<file path="src/rtl/spq_pkg.sv">
package spq_pkg;

   // Default sizes of the queue.
   localparam int DEPTH_DEF     = 16;
   localparam int KEY_WIDTH_DEF = 64;

   // Fixed widths of the stream fields.
   localparam int KEY_BITS    = 64;
   localparam int STATUS_BITS = 2;
   localparam int OCC_BITS    = 5;
   localparam int LIMIT_BITS  = 5;

   localparam logic [LIMIT_BITS-1:0] LIMIT_RESET = 5'd16;

   // Request commands.
   localparam logic CMD_INSERT  = 1'b0;
   localparam logic CMD_EXTRACT = 1'b1;

   // Result status codes.
   localparam logic [STATUS_BITS-1:0] ST_OK    = 2'd0;
   localparam logic [STATUS_BITS-1:0] ST_FULL  = 2'd1;
   localparam logic [STATUS_BITS-1:0] ST_EMPTY = 2'd2;

   // Shift command broadcast to every cell of the chain.
   typedef struct packed {
      logic ins;
      logic ext;
   } cell_ctl_type;

endpackage

</file>
<file path="src/rtl/spq_cell.sv">
module spq_cell import spq_pkg::*; #(
   parameter int KEY_W = KEY_WIDTH_DEF
) (
   input  logic             clock,
   input  cell_ctl_type     ctl,
   input  logic [KEY_W-1:0] new_key,
   input  logic             own_live,
   input  logic             at_end,
   input  logic [KEY_W-1:0] left_key,
   input  logic             left_flag,
   input  logic [KEY_W-1:0] right_key,
   output logic [KEY_W-1:0] key_q,
   output logic             flag
);

   logic [KEY_W-1:0] key_ff;
   logic [KEY_W-1:0] key_in;

   // A live cell holding a strictly greater key gives way to the new key.
   assign flag  = own_live & (key_ff > new_key);
   assign key_q = key_ff;

   always_comb begin
      key_in = key_ff;
      if (ctl.ins) begin
         if (left_flag) begin
            key_in = left_key;
         end else if (flag || at_end) begin
            key_in = new_key;
         end
      end else if (ctl.ext) begin
         key_in = right_key;
      end
   end

   always_ff @(posedge clock) begin
      key_ff <= key_in;
   end

endmodule

</file>
<file path="src/rtl/sorted_priority_queue.sv">
// Sorted priority queue built as a chain of key cells.
//
// Requests arrive on the req_ stream: req_tuser carries the command (insert or
// extract minimum) and req_tdata carries the key to insert. Every accepted
// request transaction yields exactly one result transaction on the rsp_
// stream, carrying the status (ok, full or empty), the removed key and the
// occupancy after the request.
//
// The cells hold the keys in ascending order. On an insert every live cell
// compares its key with the new key at once; cells whose left neighbor gave
// way shift right, and the first cell that gives way (or the first free cell)
// loads the new key. On an extract every cell takes its right neighbor's key.
// A request is settled by the key compare in each cell, and the result
// appears in the output register on the next cycle: the block sustains one
// request per cycle while the receiver takes each result as it comes.
//
// If the receiver stalls, the result waits in the output register and the
// request side stops accepting until that result is taken or taken in the
// same cycle. Reset empties the queue and sets the capacity limit to 16;
// the limit may be rewritten through csr_ while the queue is idle.
module sorted_priority_queue import spq_pkg::*; #(
   parameter int DEPTH     = DEPTH_DEF,
   parameter int KEY_WIDTH = KEY_WIDTH_DEF
) (
   input  logic                      clock,
   input  logic                      reset,
   // Request stream.
   input  logic                      req_tvalid,
   output logic                      req_tready,
   input  logic [KEY_BITS-1:0]       req_tdata,   // [63:0] key
   input  logic                      req_tuser,   // [0] cmd
   // Result stream.
   output logic                      rsp_tvalid,
   input  logic                      rsp_tready,
   output logic [71:0]               rsp_tdata,   // [63:0] out_key, [68:64] occupancy
   output logic [STATUS_BITS-1:0]    rsp_tuser,   // [1:0] status
   // Capacity limit register.
   input  logic                      csr_wr_en,
   input  logic [LIMIT_BITS-1:0]     csr_wr_data
);

   localparam int CNT_W = $clog2(DEPTH + 1);
   localparam int CMP_W = (CNT_W > LIMIT_BITS) ? CNT_W : LIMIT_BITS;

   // Control and configuration state.
   logic [CNT_W-1:0]      count_ff;
   logic [CNT_W-1:0]      count_in;
   logic [LIMIT_BITS-1:0] limit_ff;
   logic                  rsp_valid_ff;

   // Result payload registers.
   logic [STATUS_BITS-1:0] status_ff;
   logic [STATUS_BITS-1:0] status_in;
   logic [KEY_WIDTH-1:0]   out_key_ff;
   logic [KEY_WIDTH-1:0]   out_key_in;
   logic [OCC_BITS-1:0]    occ_ff;

   logic                  req_fire;
   logic                  is_full;
   logic                  is_empty;
   logic [KEY_WIDTH-1:0]  new_key;
   cell_ctl_type          ctl;

   logic [KEY_WIDTH-1:0]  key_q [DEPTH];
   logic                  flag  [DEPTH];

   // A new request is taken whenever the output register is free or drains now.
   assign req_tready = !rsp_valid_ff || rsp_tready;
   assign req_fire   = req_tvalid && req_tready;

   // Keys are narrowed to the stored width; upper bits are dropped.
   assign new_key = req_tdata[KEY_WIDTH-1:0];

   // Full when the count reaches the programmed limit or the physical depth.
   assign is_full  = (CMP_W'(count_ff) >= CMP_W'(limit_ff)) ||
                     (count_ff >= CNT_W'(DEPTH));
   assign is_empty = (count_ff == '0);

   assign ctl.ins = req_fire && (req_tuser == CMD_INSERT) && !is_full;
   assign ctl.ext = req_fire && (req_tuser == CMD_EXTRACT) && !is_empty;

   // The cell chain. Cell zero always holds the smallest key.
   for (genvar i = 0; i < DEPTH; i++) begin : g_cell
      logic [KEY_WIDTH-1:0] left_key;
      logic                 left_flag;
      logic [KEY_WIDTH-1:0] right_key;

      if (i == 0) begin : g_head
         assign left_key  = '0;
         assign left_flag = 1'b0;
      end else begin : g_body
         assign left_key  = key_q[i-1];
         assign left_flag = flag[i-1];
      end

      if (i == DEPTH - 1) begin : g_tail
         assign right_key = key_q[i];
      end else begin : g_mid
         assign right_key = key_q[i+1];
      end

      spq_cell #(
         .KEY_W (KEY_WIDTH)
      ) u_cell (
         .clock     (clock),
         .ctl       (ctl),
         .new_key   (new_key),
         .own_live  (count_ff > CNT_W'(i)),
         .at_end    (count_ff == CNT_W'(i)),
         .left_key  (left_key),
         .left_flag (left_flag),
         .right_key (right_key),
         .key_q     (key_q[i]),
         .flag      (flag[i])
      );
   end

   // Next count and the result of the request being taken.
   always_comb begin
      count_in   = count_ff;
      status_in  = ST_OK;
      out_key_in = '0;
      if (req_tuser == CMD_INSERT) begin
         if (is_full) begin
            status_in = ST_FULL;
         end else begin
            count_in = count_ff + CNT_W'(1);
         end
      end else begin
         if (is_empty) begin
            status_in = ST_EMPTY;
         end else begin
            out_key_in = key_q[0];
            count_in   = count_ff - CNT_W'(1);
         end
      end
   end

   always_ff @(posedge clock) begin
      if (reset) begin
         count_ff     <= '0;
         limit_ff     <= LIMIT_RESET;
         rsp_valid_ff <= 1'b0;
      end else begin
         if (csr_wr_en) begin
            limit_ff <= csr_wr_data;
         end
         if (req_fire) begin
            count_ff     <= count_in;
            rsp_valid_ff <= 1'b1;
         end else if (rsp_tready) begin
            rsp_valid_ff <= 1'b0;
         end
      end
   end

   always_ff @(posedge clock) begin
      if (req_fire) begin
         status_ff  <= status_in;
         out_key_ff <= out_key_in;
         occ_ff     <= OCC_BITS'(count_in);
      end
   end

   assign rsp_tvalid = rsp_valid_ff;
   assign rsp_tuser  = status_ff;
   assign rsp_tdata  = {3'b000, occ_ff, KEY_BITS'(out_key_ff)};

   // The count never passes the number of cells.
   a_count_bound: assert property (@(posedge clock) disable iff (reset)
      count_ff <= CNT_W'(DEPTH))
      else $error("entry count exceeds depth");

   // A granted insert grows the queue by exactly one entry.
   a_insert_grows: assert property (@(posedge clock) disable iff (reset)
      ctl.ins |=> count_ff == $past(count_ff) + CNT_W'(1))
      else $error("insert did not grow the queue");

   // A granted extract shrinks the queue by exactly one entry.
   a_extract_shrinks: assert property (@(posedge clock) disable iff (reset)
      ctl.ext |=> count_ff == $past(count_ff) - CNT_W'(1))
      else $error("extract did not shrink the queue");

   // A refused or empty result never carries a key.
   a_no_key_on_error: assert property (@(posedge clock) disable iff (reset)
      rsp_valid_ff && (status_ff != ST_OK) |-> out_key_ff == '0)
      else $error("key reported on a failed request");

endmodule

</file>
<file path="config.mk">
export PLATFORM = sky130hd
export DESIGN_NAME = sorted_priority_queue
export DESIGN_NICKNAME = d
export VERILOG_FILES = /design/src/rtl/spq_pkg.sv /design/src/rtl/spq_cell.sv /design/src/rtl/sorted_priority_queue.sv
export SDC_FILE = /design/constraint.sdc
export NUM_CORES = 2
export LEC_CHECK = 0
export ABC_AREA = 1
export ABC_CLOCK_PERIOD_IN_PS = 10700
export CAP_MARGIN = 25
export CORE_ASPECT_RATIO = 1.2
export CORE_MARGIN = 3
export CORE_UTILIZATION = 50
export CTS_CLUSTER_DIAMETER = 60
export DETAILED_ROUTE_END_ITERATION = 6
export DONT_BUFFER_PORTS = 1
export GPL_TIMING_DRIVEN = 0
export PLACE_DENSITY = 0.63
export SYNTH_ARGS = -nofsm -noshare
export SYNTH_HDL_FRONTEND = slang
export SYNTH_SLANG_ARGS = --single-unit
</file>
<file path="constraint.sdc">
create_clock -name clock -period 10.7 [get_ports clock]
set_clock_uncertainty 0.05 [all_clocks]
set_input_delay 0 -clock clock [delete_from_list [all_inputs] [get_ports clock]]
set_output_delay 0 -clock clock [all_outputs]
set_load 0.01 [all_outputs]
</file>
==> flow_summary_export.csv <==
group,metric,value,unit
outcome,run_status,"complete, but fails checks",
outcome,violations,"design-rule violations",
global_route,met1_usage,0.3764,
worst_setup_path,crit_slowest_cell,"dfxtp_1",
cts,clkTransAtPathRegs,0.06,ns
routing,drc,5,
cts,cts_resized,0,
synth,ys_warn_count,0,
worst_setup_path,worstPathArrival,5.39,ns
finish,area_delta_synth_final,10.57,%
hold_path,holdPathStages,6,
synth,synthesis.area,84530,um2
cts,post_cts_buffers,0,
sta,rsz0062_at_grt,"false",
synth,synthCells,10880,
finish,layout.nets,12250,
synth,synth_area_leader_cell,"edfxtp_1",
pwr,peakVddDrop,0.1217,mV
placed_design,gp_congestion,0.9564,
synth,synth_area_leaders,"edfxtp_1 (39%), nand2_1 (16%), ha_1 (15%), nand3_1 (10%), inv_1 (4.6%)",
finish,final_common_cell,"nand2_1",
sta,timing.final.crit_period,4.974,ns
global_route,grt_use_met2,0.5300,
hold_path,hold_path.class,"in -> reg",
routing,wl_per_cell,20.44,um
sta,hold_viol,0,
routing,route.vias.total,74680,
synth,synth_top_area_share,0.3890,
worst_setup_path,critPathLaunchType,"flip-flop",
routing,drt_iter0_markers,5964,
sta,setup_viol,0,
routing,dr.pass1.iters,7,
cts,worstSkewPairLatency,0.80,ns
cts,cts_tree,"yes",
global_route,antenna_found_initial,12,
pwr,power_density,165.4,nW/um2
floorplan,chipHeight,456.4,um
placed_design,dpl.hpwl,226.0,mm
floorplan,chipWidth,381.3,um
synth,ys_seq_area_frac,0.3916,
finish,drive_gt1_frac,0.06820,
synth,ys_ff_latch,1106,
global_route,busiest_layer,"met2",
global_route,grt_pass1_wl,416.1,mm
floorplan,die-area,174100,um2
worst_setup_path,cp_max_fo,33,
cts,htreeDepth,4,
pwr,total_power,15.45,mW
routing,ant_nets,0,
finish,layout_common_cells,"nand2_1 (3,596), nand3_1 (1,735), edfxtp_1 (1,095), ha_1 (1,033), inv_1 (1,021)",
finish,fillers,15860,
finish,fin_area,93460,um2
worst_setup_path,slowest_delay,0.70,ns
floorplan,rows,164,
global_route,grt-ovfl-total,0,
pwr,power.leakage,45.26,nW
finish,multi_input_area,44070,um2
global_route,grt_max_degree,76,
placed_design,dpl-instance-area,87990,um2
run,cap_viol_max_count,0,
global_route,grt_use_total,0.3075,
floorplan,start_util,0.5055,
finish,final-seq-area,33100,um2
cts,cts_hold_buf,86,
worst_setup_path,end_kind,"flip-flop",
sta,fmax,201.0,MHz
floorplan,coreArea,167200,um2
sta,period_share,0.4649,
synth,ys_types,40,
cts,cts_buffer_depth,3,
sta,tightestPinTransition,1.146,ns
sta,tns,0,ns
global_route,grt_pass1_vias,73300,
worst_setup_path,crit_type,"reg -> reg",
sta,slew_headroom,0.2362,
routing,via_per_inst,5.534,
floorplan,ios,151,
synth,synth_area_per_cell,7.767,um2
worst_setup_path,r2r_cells,13,
sta,report.final.slew_viol_count,0,
worst_setup_path,worst_path_most_repeated_cell,"inv_2",
routing,finalWirelength,275.8,mm
cts,clockRootBuffer,"clkbuf_16",
global_route,use_met3,0.03277,
worst_setup_path,required,11.12,ns
cts,cts_sinks,1106,
placed_design,io_buffers,0,
worst_setup_path,crit_chain,"inv_2 > ha_1 > nand2_1 > inv_1 > nand4_1 > nand4_2 > inv_2 > buf_4 > buf_2 > buf_2 > nand2_1 > inv_2 > buf_12",
cts,numCtsBuffers,141,
## final cells by class
cell class	instances	share of cell area
repair buffers	109	0.01408
inverters	1093	0.04395
diodes	7	0.0001874
plain buffers	608	0.03687
well taps	2241	0.03000
clock inverters	63	0.006372
flip-flops and latches	1106	0.3542
clock buffers	190	0.04285
multi-input cells	8078	0.4715
## path summary, 6_finish.rpt
check | startpoint | end | slack [ns]
worst max-delay path | count_ff[0]$_SDFFE_PP0P_ | g_cell[15].u_cell.key_q[8]$_DFFE_PP_ | 5.73
worst min-delay path | req_tuser | g_cell[0].u_cell.key_q[3]$_DFFE_PP_ | 0.17
worst max register to register | count_ff[0]$_SDFFE_PP0P_ | g_cell[15].u_cell.key_q[8]$_DFFE_PP_ | 5.73
worst min register to register | g_cell[7].u_cell.key_q[0]$_DFFE_PP_ | g_cell[6].u_cell.key_q[0]$_DFFE_PP_ | 0.50
## registers in the layout (all words and copies together), names as in the netlist
signal and flops:
g_cell.u_cell.key_q 1024, out_key_ff 64, count_ff 5, limit_ff 5, occ_ff 5, rsp_tuser 2, rsp_tvalid 1
## kinds of logic after synthesis
kind of cell / count (synthesis) / share of synthesized area
XOR/XNOR: 1 / 0.0001036
flip-flops: 1106 / 0.3916
AND/OR/NAND/NOR: 6119 / 0.3096
AO/OA/AOI/OAI: 922 / 0.05737
other: 1 / 0.00004436
adder cells (fa/ha/maj): 1033 / 0.1529
buffers and inverters: 1701 / 0.08837
## stage by stage
| step | utilization | setup WS (ns) | hold WS [ns] | instances |
|---|---|---|---|---|
| 5_1_grt | 0.5589 | 5.659 | 0.1750 | 13490 |
| 2_1_floorplan | - | 4.822 | 0.05035 | 10890 |
| 6_report | 0.5589 | 5.726 | 0.1667 | 13500 |
| 4_1_cts | 0.5588 | 5.896 | 0.07565 | 13490 |
| 3_3_place_gp | 0.5223 | 2.087 | 0.05310 | 13130 |
| 3_5_place_dp | 0.5261 | 5.632 | 0.05812 | 13150 |
## worst max-delay path, delay by kind of cell, from the launching register on
family                   cells  cell delay (ns)
AND/OR/NAND/NOR              4             0.79
flip-flops                   1             0.70
adder cells (fa/ha/maj)      1             0.35
buffers and inverters        8             2.65
## where the power goes
group / internal, mW / leakage [nW] / total (mW) / switching [mW]
Combinational: 1.50 / 32.6 / 4.56 / 3.06
Clock: 2.86 / 2.25 / 4.83 / 1.97
Sequential: 5.62 / 10.4 / 6.07 / 0.443
## routing by layer
layer	wire, um	part of all wire	vias to the layer above
met1	113800	0.41	34460
met4	16530	0.060	2
met2	130900	0.47	2406
met3	14470	0.052	600
met5	20	0.000073	-
li1	-	-	37220
## synth_stat cells (all sizes together)
cell / number
xor2: 1
o21bai: 21
ha: 1033
a21o: 9
a22oi: 1
clkinv: 63
edfxtp: 1095
buf: 438
nand3: 1735
o21ai: 231
dfxtp: 11
o22ai: 1
and3: 7
nor2: 430
nor4: 42
nand3b: 72
and2b: 1
nand4: 168
nand2: 3608
a31oi: 15
conb: 1
nor3b: 1
o211ai: 12
inv: 1030
a21oi: 592
o221a: 1
o21a: 39
nor3: 55
clkbuf: 170
Power figures use the tool's default switching activity.
